$ cat config.mk
export PLATFORM = sky130hd
export DESIGN_NAME = frt_back
export DESIGN_NICKNAME = d
export VERILOG_FILES = /design/src/design/frt_pkg.sv /design/src/design/frt_back.sv
export SDC_FILE = /design/constraint.sdc
export NUM_CORES = 2
export LEC_CHECK = 0
export ABC_CLOCK_PERIOD_IN_PS = 9970
export BUFFER_PORTS_ARGS = -buffer_cell sky130_fd_sc_hd__buf_4
export CAP_MARGIN = 20
export CORE_ASPECT_RATIO = 2
export CORE_MARGIN = 1.5
export CORE_UTILIZATION = 40
export DETAILED_ROUTE_END_ITERATION = 12
export REMOVE_ABC_BUFFERS = 1
export SLEW_MARGIN = 20
export SYNTH_ARGS = -nofsm -noshare
export SYNTH_HDL_FRONTEND = slang
export SYNTH_SLANG_ARGS = --single-unit
$ cat constraint.sdc
create_clock -name clk_i -period 9.97 [get_ports clk_i]
set_input_delay 0.997 -clock clk_i [delete_from_list [all_inputs] [get_ports clk_i]]
set_output_delay 0.997 -clock clk_i [all_outputs]
set_load 0.01 [all_outputs]
$ cat src/design/frt_pkg.sv
// Package with the shared formats, constants and exponential tables of the ray transport block.
`default_nettype none
package frt_pkg;

  localparam int unsigned EXP_TABLE_SIZE = 256;
  localparam int unsigned IdxW = $clog2(EXP_TABLE_SIZE);
  localparam int unsigned IntSteps = 18;
  localparam int unsigned FifoDepth = 4;
  localparam int unsigned FifoPtrW = $clog2(FifoDepth);
  localparam logic [39:0] TauMax = 40'd255 << 32;
  localparam logic [39:0] TauSmall = 40'd429496;
  localparam logic [24:0] One24 = 25'd16777216;

  typedef logic [30:0] frac_tab_t [EXP_TABLE_SIZE + 1];
  typedef logic [30:0] int_tab_t [IntSteps];

  typedef struct packed {
    logic [24:0] a;
    logic [31:0] b;
    logic        last;
  } zone_t;

  // Restoring shift-and-subtract quotient, used only while the tables are elaborated.
  function automatic logic [63:0] div_by(input logic [63:0] num, input logic [63:0] den);
    logic [63:0] quo;
    logic [63:0] rem;
    quo = '0;
    rem = '0;
    for (int i = 63; i >= 0; i--) begin
      rem = {rem[62:0], num[i]};
      if (rem >= den) begin
        rem    = rem - den;
        quo[i] = 1'b1;
      end
    end
    return quo;
  endfunction

  function automatic logic [63:0] exp_inv(input logic [63:0] d);
    logic [63:0] term;
    logic [63:0] pos;
    logic [63:0] neg;
    term = 64'd1 << 62;
    pos  = term;
    neg  = '0;
    for (int n = 1; n <= 24; n++) begin
      term = div_by(term, d * 64'(n));
      if ((n % 2) == 1) neg = neg + term;
      else pos = pos + term;
    end
    return ((pos - neg) + (64'd1 << 31)) >> 32;
  endfunction

  function automatic logic [63:0] mul30(input logic [63:0] x, input logic [63:0] y);
    return (x * y + (64'd1 << 29)) >> 30;
  endfunction

  function automatic frac_tab_t build_frac();
    frac_tab_t   t;
    logic [63:0] ef;
    logic [63:0] cur;
    ef   = exp_inv(64'(EXP_TABLE_SIZE));
    cur  = 64'd1 << 30;
    t[0] = cur[30:0];
    for (int k = 1; k <= EXP_TABLE_SIZE; k++) begin
      cur  = mul30(cur, ef);
      t[k] = cur[30:0];
    end
    return t;
  endfunction

  function automatic int_tab_t build_int();
    int_tab_t    t;
    logic [63:0] e1;
    logic [63:0] cur;
    e1   = exp_inv(64'd1);
    cur  = 64'd1 << 30;
    t[0] = cur[30:0];
    for (int k = 1; k < IntSteps; k++) begin
      cur  = mul30(cur, e1);
      t[k] = cur[30:0];
    end
    return t;
  endfunction

  localparam frac_tab_t FracTab = build_frac();
  localparam int_tab_t IntTab = build_int();

endpackage
`default_nettype wire

$ cat src/design/frt_back.sv
// Back end: running attenuation and emission per ray, with the result register.
`default_nettype none
module frt_back import frt_pkg::*; (
  input  wire logic        clk_i,
  input  wire logic        rst_ni,
  input  wire logic        zone_valid_i,
  output logic             zone_pop_o,
  input  zone_t            zone_i,
  output logic             out_valid_o,
  input  wire logic        out_ready_i,
  output logic [24:0]      absorb_o,
  output logic [31:0]      selfem_o
);

  logic [24:0] atten_q;
  logic [31:0] emis_q;
  logic        out_valid_q;
  logic [24:0] absorb_q;
  logic [31:0] selfem_q;
  logic [49:0] atten_prod;
  logic [56:0] emis_prod;
  logic [49:0] atten_rnd;
  logic [56:0] emis_rnd;
  logic [33:0] emis_sum;
  logic [24:0] atten_d;
  logic [31:0] emis_d;

  assign zone_pop_o  = zone_valid_i && (!zone_i.last || !out_valid_q || out_ready_i);
  assign out_valid_o = out_valid_q;
  assign absorb_o    = absorb_q;
  assign selfem_o    = selfem_q;

  assign atten_prod = 50'(atten_q) * 50'(zone_i.a);
  assign emis_prod  = 57'(emis_q) * 57'(zone_i.a);
  assign atten_rnd  = (atten_prod + (50'd1 << 23)) >> 24;
  assign emis_rnd   = (emis_prod + (57'd1 << 23)) >> 24;
  assign emis_sum   = 34'(emis_rnd[32:0]) + 34'(zone_i.b);
  assign atten_d    = atten_rnd[24:0];
  assign emis_d     = (emis_sum > 34'hFFFF_FFFF) ? 32'hFFFF_FFFF : emis_sum[31:0];

  always_ff @(posedge clk_i or negedge rst_ni) begin
    if (!rst_ni) begin
      atten_q     <= One24;
      emis_q      <= '0;
      out_valid_q <= 1'b0;
    end else begin
      if (out_valid_q && out_ready_i) out_valid_q <= 1'b0;
      if (zone_pop_o) begin
        if (zone_i.last) begin
          atten_q     <= One24;
          emis_q      <= '0;
          out_valid_q <= 1'b1;
        end else begin
          atten_q <= atten_d;
          emis_q  <= emis_d;
        end
      end
    end
  end

  always_ff @(posedge clk_i) begin
    if (zone_pop_o && zone_i.last) begin
      absorb_q <= atten_d;
      selfem_q <= emis_d;
    end
  end

endmodule
`default_nettype wire

==> reports/metrics.cfg <==
[status]
status = finished, final reports clean

[logic_synthesis]
netlist_instances = 5483
synth_common_cells = inv_1 (1270), fa_1 (1213), nand2_1 (904)
synth_seq_cells = 115
synthSimpleGateAreaFrac = 0.162
syn_area_sq_um = 50400
synth_edf_count = 57
synthXorXnorAreaFrac = 0.0153
synth_top_family_by_area = adder cells
synth.distinct_cells = 79
ys_seq_area_frac = 0.0627
yosysWarnings = 0
yosysMostFrequentCell = inv_1
synth-adder-area-share = 0.592
synth_compound_area_frac = 0.0493
synthTopCellsByArea = fa_1 (48%), ha_1 (11%), inv_1 (9.5%)
synth-async-reset-ratio = 0.504
synth_top_area_share = 0.482
synthMuxAreaShare = 0.000893
syn_area_per_cell_sq_um = 9.20
yosys.area.top_type = fa_1
ys.flop_type = edfxtp_1

[drt]
dr.pass1.iters = 5
drc = 0
wire_per_inst_um = 21.4
antenna_left = 0
routed_via_density = 5.21
routed_wl_um = 157000
vias = 38129
drt_iter0_markers = 1931

[global_route]
overflow = 0
grt_max_degree = 57
grt_usage = 0.257
grt_pass1_vias = 43934
grt_pass1_wl_um = 243000
antenna_found_initial = 3

[sta]
drv_slew = 0
setup_viol = 0
final.setup_skew_ns = 0.0159
hold_viol_final = 0
tightest_slew_ns = 1.00
period_share = 0.956
maxSlewHeadroom = 0.333
max_freq_mhz = 105
fin_crit_ns = 9.53

[setup_path]
cp_slowest_stage_delay_ns = 0.63
required_ns = 10.38
worstPathArrival_ns = 9.95
cp-end-kind = register
path_class = in2reg
rrSetupSlack_ns = 0.47
critPathLaunchType = input port
crit_slowest_cell = fa_1
worstPathMaxFanout = 17

[final_layout]
utilization = 0.442
layout.nets = 7354
area_delta_synth_final_pct = 10.0
fillers = 12242
drive_above_1_share = 0.0898

[clocking]
cts_root_buf = clkbuf_16
cts.htree.levels = 4
path_clk_slew_ns = 0.07
cts_sinks = 115
cts_tree = built
clk_latency_ns = 0.48
clockBufferDepth = 2
cts-buffers-inserted = 17
holdBufCountCts = 0

[place]
gp_routability_congestion = 0.921
dp_hpwl_um = 131000
port-buffer-count = 120

[floorplan]
die_h_um = 505
io_pins = 121
start_util = 0.402
num_rows = 184
die_x_um = 254
die_area_sq_um = 128000
core_area_sq_um = 125000

[flow_run]
drv_cap = 0

[worst_hold_path]
hold_class = in2async

-- final cells by class --
class / instances / area (sq um) / share of cell area
Timing Repair Buffer: 431 / 3380 / 0.0610
Sequential cell: 115 / 3180 / 0.0573
Clock inverter: 15 / 194 / 0.00350
Clock buffer: 17 / 425 / 0.00767
Inverter: 1270 / 4770 / 0.0859
Multi-Input combinational cell: 3798 / 41400 / 0.747
Antenna cell: 3 / 7.51 / 0.000135
Tap cell: 1674 / 2090 / 0.0378
-- registers in the layout, summed over array words and instances (netlist names) --
register and cells:
absorb_o 25, emis_q 32, out_valid_o 1, atten_q 25
selfem_o 32
-- layer usage --
layer	track usage	share of wire	up-vias
met4	0.238	0.11	0
met5	0	0	-
met2	0.501	0.57	1225
met3	0.0174	0.032	666
met1	0.226	0.29	19864
li1	-	-	16374
-- cell usage in the layout (no fill, tap or decap), drive strengths merged, types with 36 or more instances in the layout --
cell type and count:
xnor2 52, a21o 61, nand2 904, and2 622, a21oi 102, xor2 36
fa 1213, dfrtp 57, nor2 46, ha 446, o21ai 55, edfxtp 57
buf 431, a22o 40, inv 1278
-- metrics by stage --
stage	std cells	cell area (sq um)	hold slack [ns]	worst slack [ns]	TNS, ns
3_3_place_gp	7285	54700	0.491	-0.166	-5.76
2_1_floorplan	5183	49300	0.655	0.0519	0
4_1_cts	7317	55400	0.302	0.0378	0
3_5_place_dp	7285	54700	0.497	-0.297	-12.69
5_1_grt	7321	55500	0.313	-0.00855	-0.00855
6_report	7323	55500	0.317	0.436	0
-- logic make-up (layout without fill, tap and decap cells) --
family,Yosys count,after routing
muxes,4,4
xor gates and xnor gates,88,88
DFF,115,115
other,0,3
adders and majority gates,1659,1659
AOI/OAI and AO/OA,361,361
buffers and inverters,1570,1733
and+or+nand+nor,1686,1686
-- worst max-delay path, delay by kind of cell --
| kind | cells | cell delay [ns] |
|---|---|---|
| compound gates | 5 | 0.91 |
| mux | 1 | 0.11 |
| buf+inv | 12 | 1.62 |
| xor+xnor | 1 | 0.24 |
| fa+ha+maj | 9 | 4.14 |
| simple gates | 9 | 1.88 |
-- worst paths after layout --
kind | start | endpoint | cells past startpoint
setup / recovery | zone_i[46] | emis_q[11] | 37
hold / removal | rst_ni | emis_q[23] | 1
setup reg to reg | emis_q[22] | emis_q[14] | 35
hold reg to reg | atten_q[4] | atten_q[4] | 1
max in group asynchronous | rst_ni | emis_q[15] | 2
min in group clk_i | atten_q[4] | atten_q[4] | 1
-- timing repair --
item / 4_1_cts / 5_1_grt
resized for setup: 0 / 30
buffers inserted: 0 / 3
setup endpoints to repair: 0 / 64
Power is not shown: default switching activity piles up to over one toggle a cycle in this logic, so the estimate is an artifact.
