===== config.mk =====
export PLATFORM = sky130hd
export DESIGN_NAME = frt_fifo
export DESIGN_NICKNAME = d
export VERILOG_FILES = /design/src/design/frt_pkg.sv /design/src/design/frt_fifo.sv
export SDC_FILE = /design/constraint.sdc
export NUM_CORES = 1
export LEC_CHECK = 0
export ABC_AREA = 0
export CAP_MARGIN = 20
export CELL_PAD_IN_SITES_DETAIL_PLACEMENT = 1
export CELL_PAD_IN_SITES_GLOBAL_PLACEMENT = 1
export CORE_MARGIN = 3
export CORE_UTILIZATION = 52
export CTS_CLUSTER_SIZE = 14
export DETAILED_ROUTE_END_ITERATION = 8
export DONT_BUFFER_PORTS = 1
export PLACE_DENSITY_LB_ADDON = 0.1
export SYNTH_ARGS = -nofsm -noshare
export SYNTH_HDL_FRONTEND = slang
export SYNTH_SLANG_ARGS = --single-unit

===== constraint.sdc =====
create_clock -name clk_i -period 5.67 [get_ports clk_i]
set_input_delay 0.2835 -clock clk_i [delete_from_list [all_inputs] [get_ports clk_i]]
set_output_delay 0.2835 -clock clk_i [all_outputs]
set_load 0.005 [all_outputs]

===== src/design/frt_pkg.sv =====
// Package with the shared formats, constants and exponential tables of the ray transport block.
`default_nettype none
package frt_pkg;

  localparam int unsigned EXP_TABLE_SIZE = 256;
  localparam int unsigned IdxW = $clog2(EXP_TABLE_SIZE);
  localparam int unsigned IntSteps = 18;
  localparam int unsigned FifoDepth = 4;
  localparam int unsigned FifoPtrW = $clog2(FifoDepth);
  localparam logic [39:0] TauMax = 40'd255 << 32;
  localparam logic [39:0] TauSmall = 40'd429496;
  localparam logic [24:0] One24 = 25'd16777216;

  typedef logic [30:0] frac_tab_t [EXP_TABLE_SIZE + 1];
  typedef logic [30:0] int_tab_t [IntSteps];

  typedef struct packed {
    logic [24:0] a;
    logic [31:0] b;
    logic        last;
  } zone_t;

  // Restoring shift-and-subtract quotient, used only while the tables are elaborated.
  function automatic logic [63:0] div_by(input logic [63:0] num, input logic [63:0] den);
    logic [63:0] quo;
    logic [63:0] rem;
    quo = '0;
    rem = '0;
    for (int i = 63; i >= 0; i--) begin
      rem = {rem[62:0], num[i]};
      if (rem >= den) begin
        rem    = rem - den;
        quo[i] = 1'b1;
      end
    end
    return quo;
  endfunction

  function automatic logic [63:0] exp_inv(input logic [63:0] d);
    logic [63:0] term;
    logic [63:0] pos;
    logic [63:0] neg;
    term = 64'd1 << 62;
    pos  = term;
    neg  = '0;
    for (int n = 1; n <= 24; n++) begin
      term = div_by(term, d * 64'(n));
      if ((n % 2) == 1) neg = neg + term;
      else pos = pos + term;
    end
    return ((pos - neg) + (64'd1 << 31)) >> 32;
  endfunction

  function automatic logic [63:0] mul30(input logic [63:0] x, input logic [63:0] y);
    return (x * y + (64'd1 << 29)) >> 30;
  endfunction

  function automatic frac_tab_t build_frac();
    frac_tab_t   t;
    logic [63:0] ef;
    logic [63:0] cur;
    ef   = exp_inv(64'(EXP_TABLE_SIZE));
    cur  = 64'd1 << 30;
    t[0] = cur[30:0];
    for (int k = 1; k <= EXP_TABLE_SIZE; k++) begin
      cur  = mul30(cur, ef);
      t[k] = cur[30:0];
    end
    return t;
  endfunction

  function automatic int_tab_t build_int();
    int_tab_t    t;
    logic [63:0] e1;
    logic [63:0] cur;
    e1   = exp_inv(64'd1);
    cur  = 64'd1 << 30;
    t[0] = cur[30:0];
    for (int k = 1; k < IntSteps; k++) begin
      cur  = mul30(cur, e1);
      t[k] = cur[30:0];
    end
    return t;
  endfunction

  localparam frac_tab_t FracTab = build_frac();
  localparam int_tab_t IntTab = build_int();

endpackage
`default_nettype wire


===== src/design/frt_fifo.sv =====
// Short queue of zone results between the front pipeline and the accumulator.
`default_nettype none
module frt_fifo import frt_pkg::*; (
  input  wire logic  clk_i,
  input  wire logic  rst_ni,
  input  wire logic  push_i,
  output logic       push_ready_o,
  input  zone_t      push_data_i,
  output logic       pop_valid_o,
  input  wire logic  pop_i,
  output zone_t      pop_data_o
);

  zone_t               mem_q [FifoDepth];
  logic [FifoPtrW-1:0] wr_q, rd_q;
  logic [FifoPtrW:0]   cnt_q;
  logic                do_push, do_pop;

  assign push_ready_o = cnt_q < (FifoPtrW+1)'(FifoDepth);
  assign pop_valid_o  = cnt_q != '0;
  assign pop_data_o   = mem_q[rd_q];
  assign do_push      = push_i && push_ready_o;
  assign do_pop       = pop_i && pop_valid_o;

  always_ff @(posedge clk_i or negedge rst_ni) begin
    if (!rst_ni) begin
      wr_q  <= '0;
      rd_q  <= '0;
      cnt_q <= '0;
    end else begin
      if (do_push) wr_q <= wr_q + FifoPtrW'(1);
      if (do_pop) rd_q <= rd_q + FifoPtrW'(1);
      if (do_push && !do_pop) cnt_q <= cnt_q + (FifoPtrW+1)'(1);
      else if (!do_push && do_pop) cnt_q <= cnt_q - (FifoPtrW+1)'(1);
    end
  end

  always_ff @(posedge clk_i) begin
    if (do_push) mem_q[wr_q] <= push_data_i;
  end

endmodule
`default_nettype wire


==> implementation parameters, run 1 <==
Parameter                              Value

Outcome
  Run status    finished, final reports clean

Setup path
  Type of the worst setup path    reg2out
  Worst Setup End Kind    output pin
  Setup crit start kind    register
  Stage delay of the slowest cell on the critical path    0.72 ns
  CP Max Fanout    39
  Slowest stage cell on the critical path    sky130_fd_sc_hd__dfrtp_4
  Required time of the critical path    5.39 ns
  Cell chain of the critical path    buf_4, mux4_2
  CP arrival    2.64 ns

Yosys
  Largest family of logic cells by synthesized area    multiplexers
  Flops & latches, synth    239
  Count of cell types in the netlist    21
  Post-synthesis share of cell area spent on full adders, half adders and majority gates    0.009338
  Portion of netlist area occupied by mux cells    0.1490
  Combined area of all synthesized cells    8843 um2
  Simple logic cell fraction of the synthesized area    0.006084
  Share of the synthesized netlist area taken by xor and xnor gates    0.005942
  Post-synthesis compound-gate area fraction    0.0005659
  Mean instance size in the synthesized netlist    26.01 um2
  Yosys warns    0
  Post-synthesis cell count    340
  Syn_nets    408
  Part of the Yosys area used for sequential elements    0.8076

Floorplanning
  Number of cell rows    47
  CORE AREA    16640 um2
  Die H    136.4 um
  Die area    18610 um2
  Number of ports placed on the die boundary    122
  Floorplan die width    136.4 um
  Starting density of the core    0.5314

Placed design
  Input/output buffers    0
  Final estimated routing congestion in global placement    0.6787
  Total placed instance area    8974 um2
  Hpwl dp    8476 um
  Worst-case setup slack after placement    3.182 ns

Route
  Detailed Route Iter0 Violations    141
  Average wire length per cell after detail routing    24.74 um
  DRC violation count after routing    0
  Antenna-violating nets left    0
  DRT Pass-1 Iters    4
  Total number of vias    3702
  Number of vias per cell after detailed routing    5.687
  Routed wire length    16100 um

CTS
  CTS tree    built
  Maximum buffer depth of the clock tree    3
  Number of buffers inserted during clock tree synthesis    25
  Post-CTS clock slew at the launch and capture registers of the worst setup and hold paths    0.06 ns
  Post_cts resized    0
  Clock latency of the later-clocked register in the worst-skew pair    0.50 ns
  Clk root buf    sky130_fd_sc_hd__clkbuf_16
  H-tree depth reported by CTS    1
  Clock sinks    239

Power
  Leakage power total    3.317 nW
  Cell internal pwr    3.666 mW
  Share of total power in combinational logic    0.211
  Share of total power consumed by net switching    0.2595
  Total Power    4.951 mW
  Power dissipated by switching net loads    1.285 mW
  Seq pwr share    0.474
  Max rail drop VDD    0.4161 mV
  Power density over cell area    477.8 nW/um2
  Clk network pwr share    0.315

Timing
  Final Worst Setup Slack    2.747 ns
  Sum of negative setup slack    0 ns
  Final period utilization    0.5156
  Relative slew slack    0.3863
  Final Hold Fails    0
  Setup repair after global routing missed its margin    false
  Clk_skew    0.01113 ns
  Measured slew at the worst slew-check pin    0.9206 ns
  Final Setup Violations    0
  Number of pins with negative max-slew slack in the final report    0
  Min Clock Period, post-route    2.923 ns
  F_max    342.1 MHz

Global route
  Largest net degree at the start of global routing    59
  Number of global-route vias before repair    4199
  Remaining global-route overflow    0
  Antenna violations before repair    0
  Global Route Usage Sum    0.1791
  Wire length of the first global-routing pass    24780 um

Finish
  Share of layout cells above drive strength 1    0.2367
  Commonest non-fill, non-tap cell in the layout    sky130_fd_sc_hd__edfxtp_1
  Layout Area Growth over Synthesis    17.18%
  Layout net count    482
  Non-Filler Cell Area, Final    10360 um2
  Highest-count cells in the layout ignoring fill and taps    sky130_fd_sc_hd__edfxtp_1, sky130_fd_sc_hd__dlygate4sd3_1, sky130_fd_sc_hd__mux4_2
  Diodes inserted    0

Flow run
  Max Cap Violations    0

Worst hold path
  Worst min path class    in2async
-- synth_stat cells, drive strengths merged --
master	count	area (um2)
and2	4	25.02
buf	14	171.4
clkbuf	1	3.750
dfrtp	7	175.2
edfxtp	232	6967
fa	1	20.02
ha	5	62.56
inv	4	15.01
mux2	1	11.26
mux4	58	1306
nand2	2	7.510
nand3	1	5.000
nor2	1	3.750
nor2b	1	6.260
o21ai	1	5.000
or3	1	6.260
xnor2	5	43.79
xor2	1	8.760
-- path summary, 6_finish.rpt --
check | from | endpoint | slack [ns] | cells after the start
worst max-delay path | rd_q[0]$_DFFE_PN0P_ | pop_data_o[54] | 2.75 | 2
worst min register to register | cnt_q[0]$_DFFE_PN0P_ | cnt_q[0]$_DFFE_PN0P_ | 0.53 | 1
worst max register to register | cnt_q[0]$_DFFE_PN0P_ | cnt_q[2]$_DFFE_PN0P_ | 3.53 | 8
max in group asynchronous | rst_ni | rd_q[0]$_DFFE_PN0P_ | 5.28 | 1
min in group clk_i | push_i | wr_q[0]$_DFFE_PN0P_ | 0.17 | 2
worst min-delay path | rst_ni | rd_q[0]$_DFFE_PN0P_ | 0.11 | 1
-- registers in the layout, indices dropped and copies added, names as in the netlist --
name and count:
mem_q 232, rd_q 2, wr_q 2, cnt_q 3
-- area by class of cell --
type / instances / area, um2
sequential: 239 / 7147
inverter: 4 / 15.01
tap: 220 / 275.3
timing repair buffer: 62 / 615.6
multi-input combinational: 82 / 1521
clock inverter: 12 / 136.4
clock buffer: 32 / 651.9
fill: 1293 / 6280
-- power groups by stage --
stage	sequential, mW	clock (mW)	combinational, mW
global route	2.38	1.67	1.14
detailed placement	2.39	0	1.03
CTS	2.36	1.60	1.08
finish	2.35	1.56	1.04
global placement	2.38	0	1.01
floorplan	2.30	0	0.952
-- stage by stage --
stage                       util  hold WS, ns  instances
after global placement    0.5392     -0.01163        547
final                     0.6227       0.1139        651
after detailed placement  0.5392     -0.01169        547
after floorplan                -     -0.01209        340
after global routing      0.6227       0.1148        651
after CTS                 0.6227      0.09940        651
-- logic make-up after synthesis --
family / Yosys count
buffers and inverters: 19
and+or+nand+nor: 10
adders and majority gates: 6
AOI/OAI and AO/OA: 1
muxes: 59
xor gates and xnor gates: 6
DFF: 239
-- per-layer routing --
metal | global-route usage | vias up | part of all wire
met5 | 0 | - | 0
met4 | 0.04815 | 0 | 0.018
met3 | 0.03960 | 27 | 0.054
met2 | 0.3088 | 97 | 0.52
met1 | 0.2328 | 1989 | 0.40
li1 | - | 1589 | -
-- what timing repair did --
item	in CTS	in global routing
hold endpoints to repair	241	0
buffers inserted	0	0
hold buffers	60	0
-- worst max-delay path, delay by kind of cell (launching register included) --
| family | cells | cell delay (ns) |
|---|---|---|
| mux | 1 | 0.65 |
| flops | 1 | 0.72 |
| buf+inv | 1 | 0.71 |
(Power assumes the default switching activity.)
==> run 2: changes to the inputs <==
CORE_UTILIZATION = 50   (was 52)
clock period = 2.5 ns   (was 5.67 ns; I/O delays follow)
==> run 2 against run 1 <==
Non-clock buffer count rose by 11. Highest routed layer unchanged. Sequential power rose by 120%. First-iteration DRC count rose by 59%. Clock skew rose by 0.0012 ns. Core utilization rose by 0.32 points. Cell count rose by 1.8%. Flip-flop and latch count did not move. Sequential share of layout area fell by 1.5 points. Global-route usage fell by 0.59 points. Largest power group unchanged. Critical path type is now reg2reg. Total power rose by 140%. Setup slack got worse by 2.4 ns. Critical path depth rose by 6.
==> implementation parameters, run 2 (synthesized netlist as in run 1, its figures left out) <==
Parameter                              Value

Finish
  Post-layout util    0.6259
  Layout net count    492
  Final standard cell count with taps included and fillers excluded    663
  Area of the multi-input gates    1521 um2
  Sequential cell area    7147 um2
  Highest-count cells in the layout ignoring fill and taps    sky130_fd_sc_hd__edfxtp_1, sky130_fd_sc_hd__dlygate4sd3_1, sky130_fd_sc_hd__mux4_2
  Commonest non-fill, non-tap cell in the layout    sky130_fd_sc_hd__edfxtp_1
  Number of flip-flops under the largest register name    232
  Biggest regs    mem_q: 232 flops, cnt_q: 3 flops
  Share of layout cells above drive strength 1    0.2534
  Final-layout fill cell count    1343
  Non-Filler Cell Area, Final    10600 um2
  Layout Area Growth over Synthesis    19.86%
  Top reg by flops    mem_q

Global route
  Wire length of the first global-routing pass    25740 um
  Largest net degree at the start of global routing    33
  Antenna violations before repair    1
  Global Route Usage Sum    0.1731
  Remaining global-route overflow    0
  Number of global-route vias before repair    4275

Timing
  Final Hold Fails    0
  Number of pins with negative max-slew slack in the final report    0
  Sum of negative setup slack    0 ns
  Clk_skew    0.01229 ns
  F_max    466.6 MHz
  Hold slack    0.04057 ns
  Setup repair after global routing missed its margin    false
  Final Setup Violations    0
  Final period utilization    0.8573
  Final Worst Setup Slack    0.3567 ns
  Relative slew slack    0.5901
  Min Clock Period, post-route    2.143 ns
  Measured slew at the worst slew-check pin    0.6136 ns

CTS
  Maximum buffer depth of the clock tree    3
  Count of hold buffers inserted by post-cts repair    61
  H-tree depth reported by CTS    1
  Count of buffers added by post-CTS timing repair for setup    0
  Post-CTS clock slew at the launch and capture registers of the worst setup and hold paths    0.06 ns
  Clock latency of the later-clocked register in the worst-skew pair    0.50 ns
  Number of buffers inserted during clock tree synthesis    24
  Clock sinks    239
  CTS tree    built
  Clk root buf    sky130_fd_sc_hd__clkbuf_16
  Post_cts resized    0

Route
  Total number of vias    3721
  Top layer in use    met4
  DRC violation count after routing    0
  Antenna-violating nets left    0
  Detail Route met3 WL    846 um
  Detailed Route Iter0 Violations    224
  Average wire length per cell after detail routing    25.02 um
  DRT Pass-1 Iters    4
  Met2 layer wire length in the routed design    8667 um
  Routed wire length    16590 um
  Number of vias per cell after detailed routing    5.612
  Wire length the detailed router placed on met1    6713 um

Placed design
  Hpwl dp    9672 um
  Input/output buffers    0
  Worst-case setup slack after placement    0.3959 ns
  Post-Place Cells    557
  Total placed instance area    9124 um2
  Final estimated routing congestion in global placement    0.6772

Floorplanning
  Number of cell rows    47
  Die area    19320 um2
  Die H    139.0 um
  Floorplan die width    139.0 um
  Number of ports placed on the die boundary    122
  CORE AREA    16940 um2
  Starting density of the core    0.5222

Setup path
  Count of buffering cells on the critical path with inverters included    1
  Crit path max-delay family    simple AND/OR/NAND/NOR gates
  Worst Setup End Kind    register
  Cell chain of the critical path    or3_1, nand2_1, ha_1, inv_1, fa_1, xor2_1, nor2_1, xnor2_1
  Setup crit start kind    register
  CP arrival    2.57 ns
  Stage delay of the slowest cell on the critical path    0.46 ns
  Required time of the critical path    2.93 ns
  Type of the worst setup path    reg2reg
  CP Max Fanout    3
  Slowest stage cell on the critical path    sky130_fd_sc_hd__or3_1

Power
  Leakage power total    3.427 nW
  Max rail drop VDD    0.7178 mV
  Power density over cell area    1109 nW/um2
  Total Power    11.75 mW

Outcome
  Run status    finished, final reports clean

Flow run
  Max Cap Violations    0

Worst hold path
  Worst min path class    in2reg
-- run 2: changes by cell type in the layout (fill, tap and decap cells not counted), sizes merged --
cell         delta
diode           +1
clkbuf          -5
buf            +10
dlygate4sd3     +1
bufinv          +3
clkinv          +2
-- run 2: path summary, 6_finish.rpt --
kind / from / endpoint / slack (ns) / cells after the start
worst min-delay path: push_i / wr_q[0]$_DFFE_PN0P_ / 0.04 / 2
max in group asynchronous: rst_ni / rd_q[0]$_DFFE_PN0P_ / 1.69 / 2
worst min register to register: cnt_q[0]$_DFFE_PN0P_ / cnt_q[0]$_DFFE_PN0P_ / 0.59 / 1
worst max register to register: cnt_q[0]$_DFFE_PN0P_ / cnt_q[2]$_DFFE_PN0P_ / 0.36 / 8
worst max-delay path: cnt_q[0]$_DFFE_PN0P_ / cnt_q[2]$_DFFE_PN0P_ / 0.36 / 8
min in group asynchronous: rst_ni / cnt_q[1]$_DFFE_PN0P_ / 0.52 / 2
-- run 2: layer usage --
metal,vias up,GRT usage
li1,1614,-
met1,1975,0.2255
met2,110,0.2969
met3,22,0.04172
met4,0,0.04531
met5,-,0
-- run 2: report_power, final --
group	internal [mW]	switching [mW]	leakage, nW	total, mW
clock	2.43	1.42	0.422	3.86
sequential	5.03	0.214	2.19	5.24
combinational	1.26	1.39	0.818	2.66
total	8.72	3.03	3.43	11.8
-- run 2: final cells by class --
type	count	area share
inverters	4	0.001416
flip-flops and latches	239	0.6742
clock inverters	17	0.02172
multi-input cells	82	0.1435
clock buffers	27	0.05973
diodes	1	0.0002361
well taps	220	0.02597
repair buffers	73	0.07318
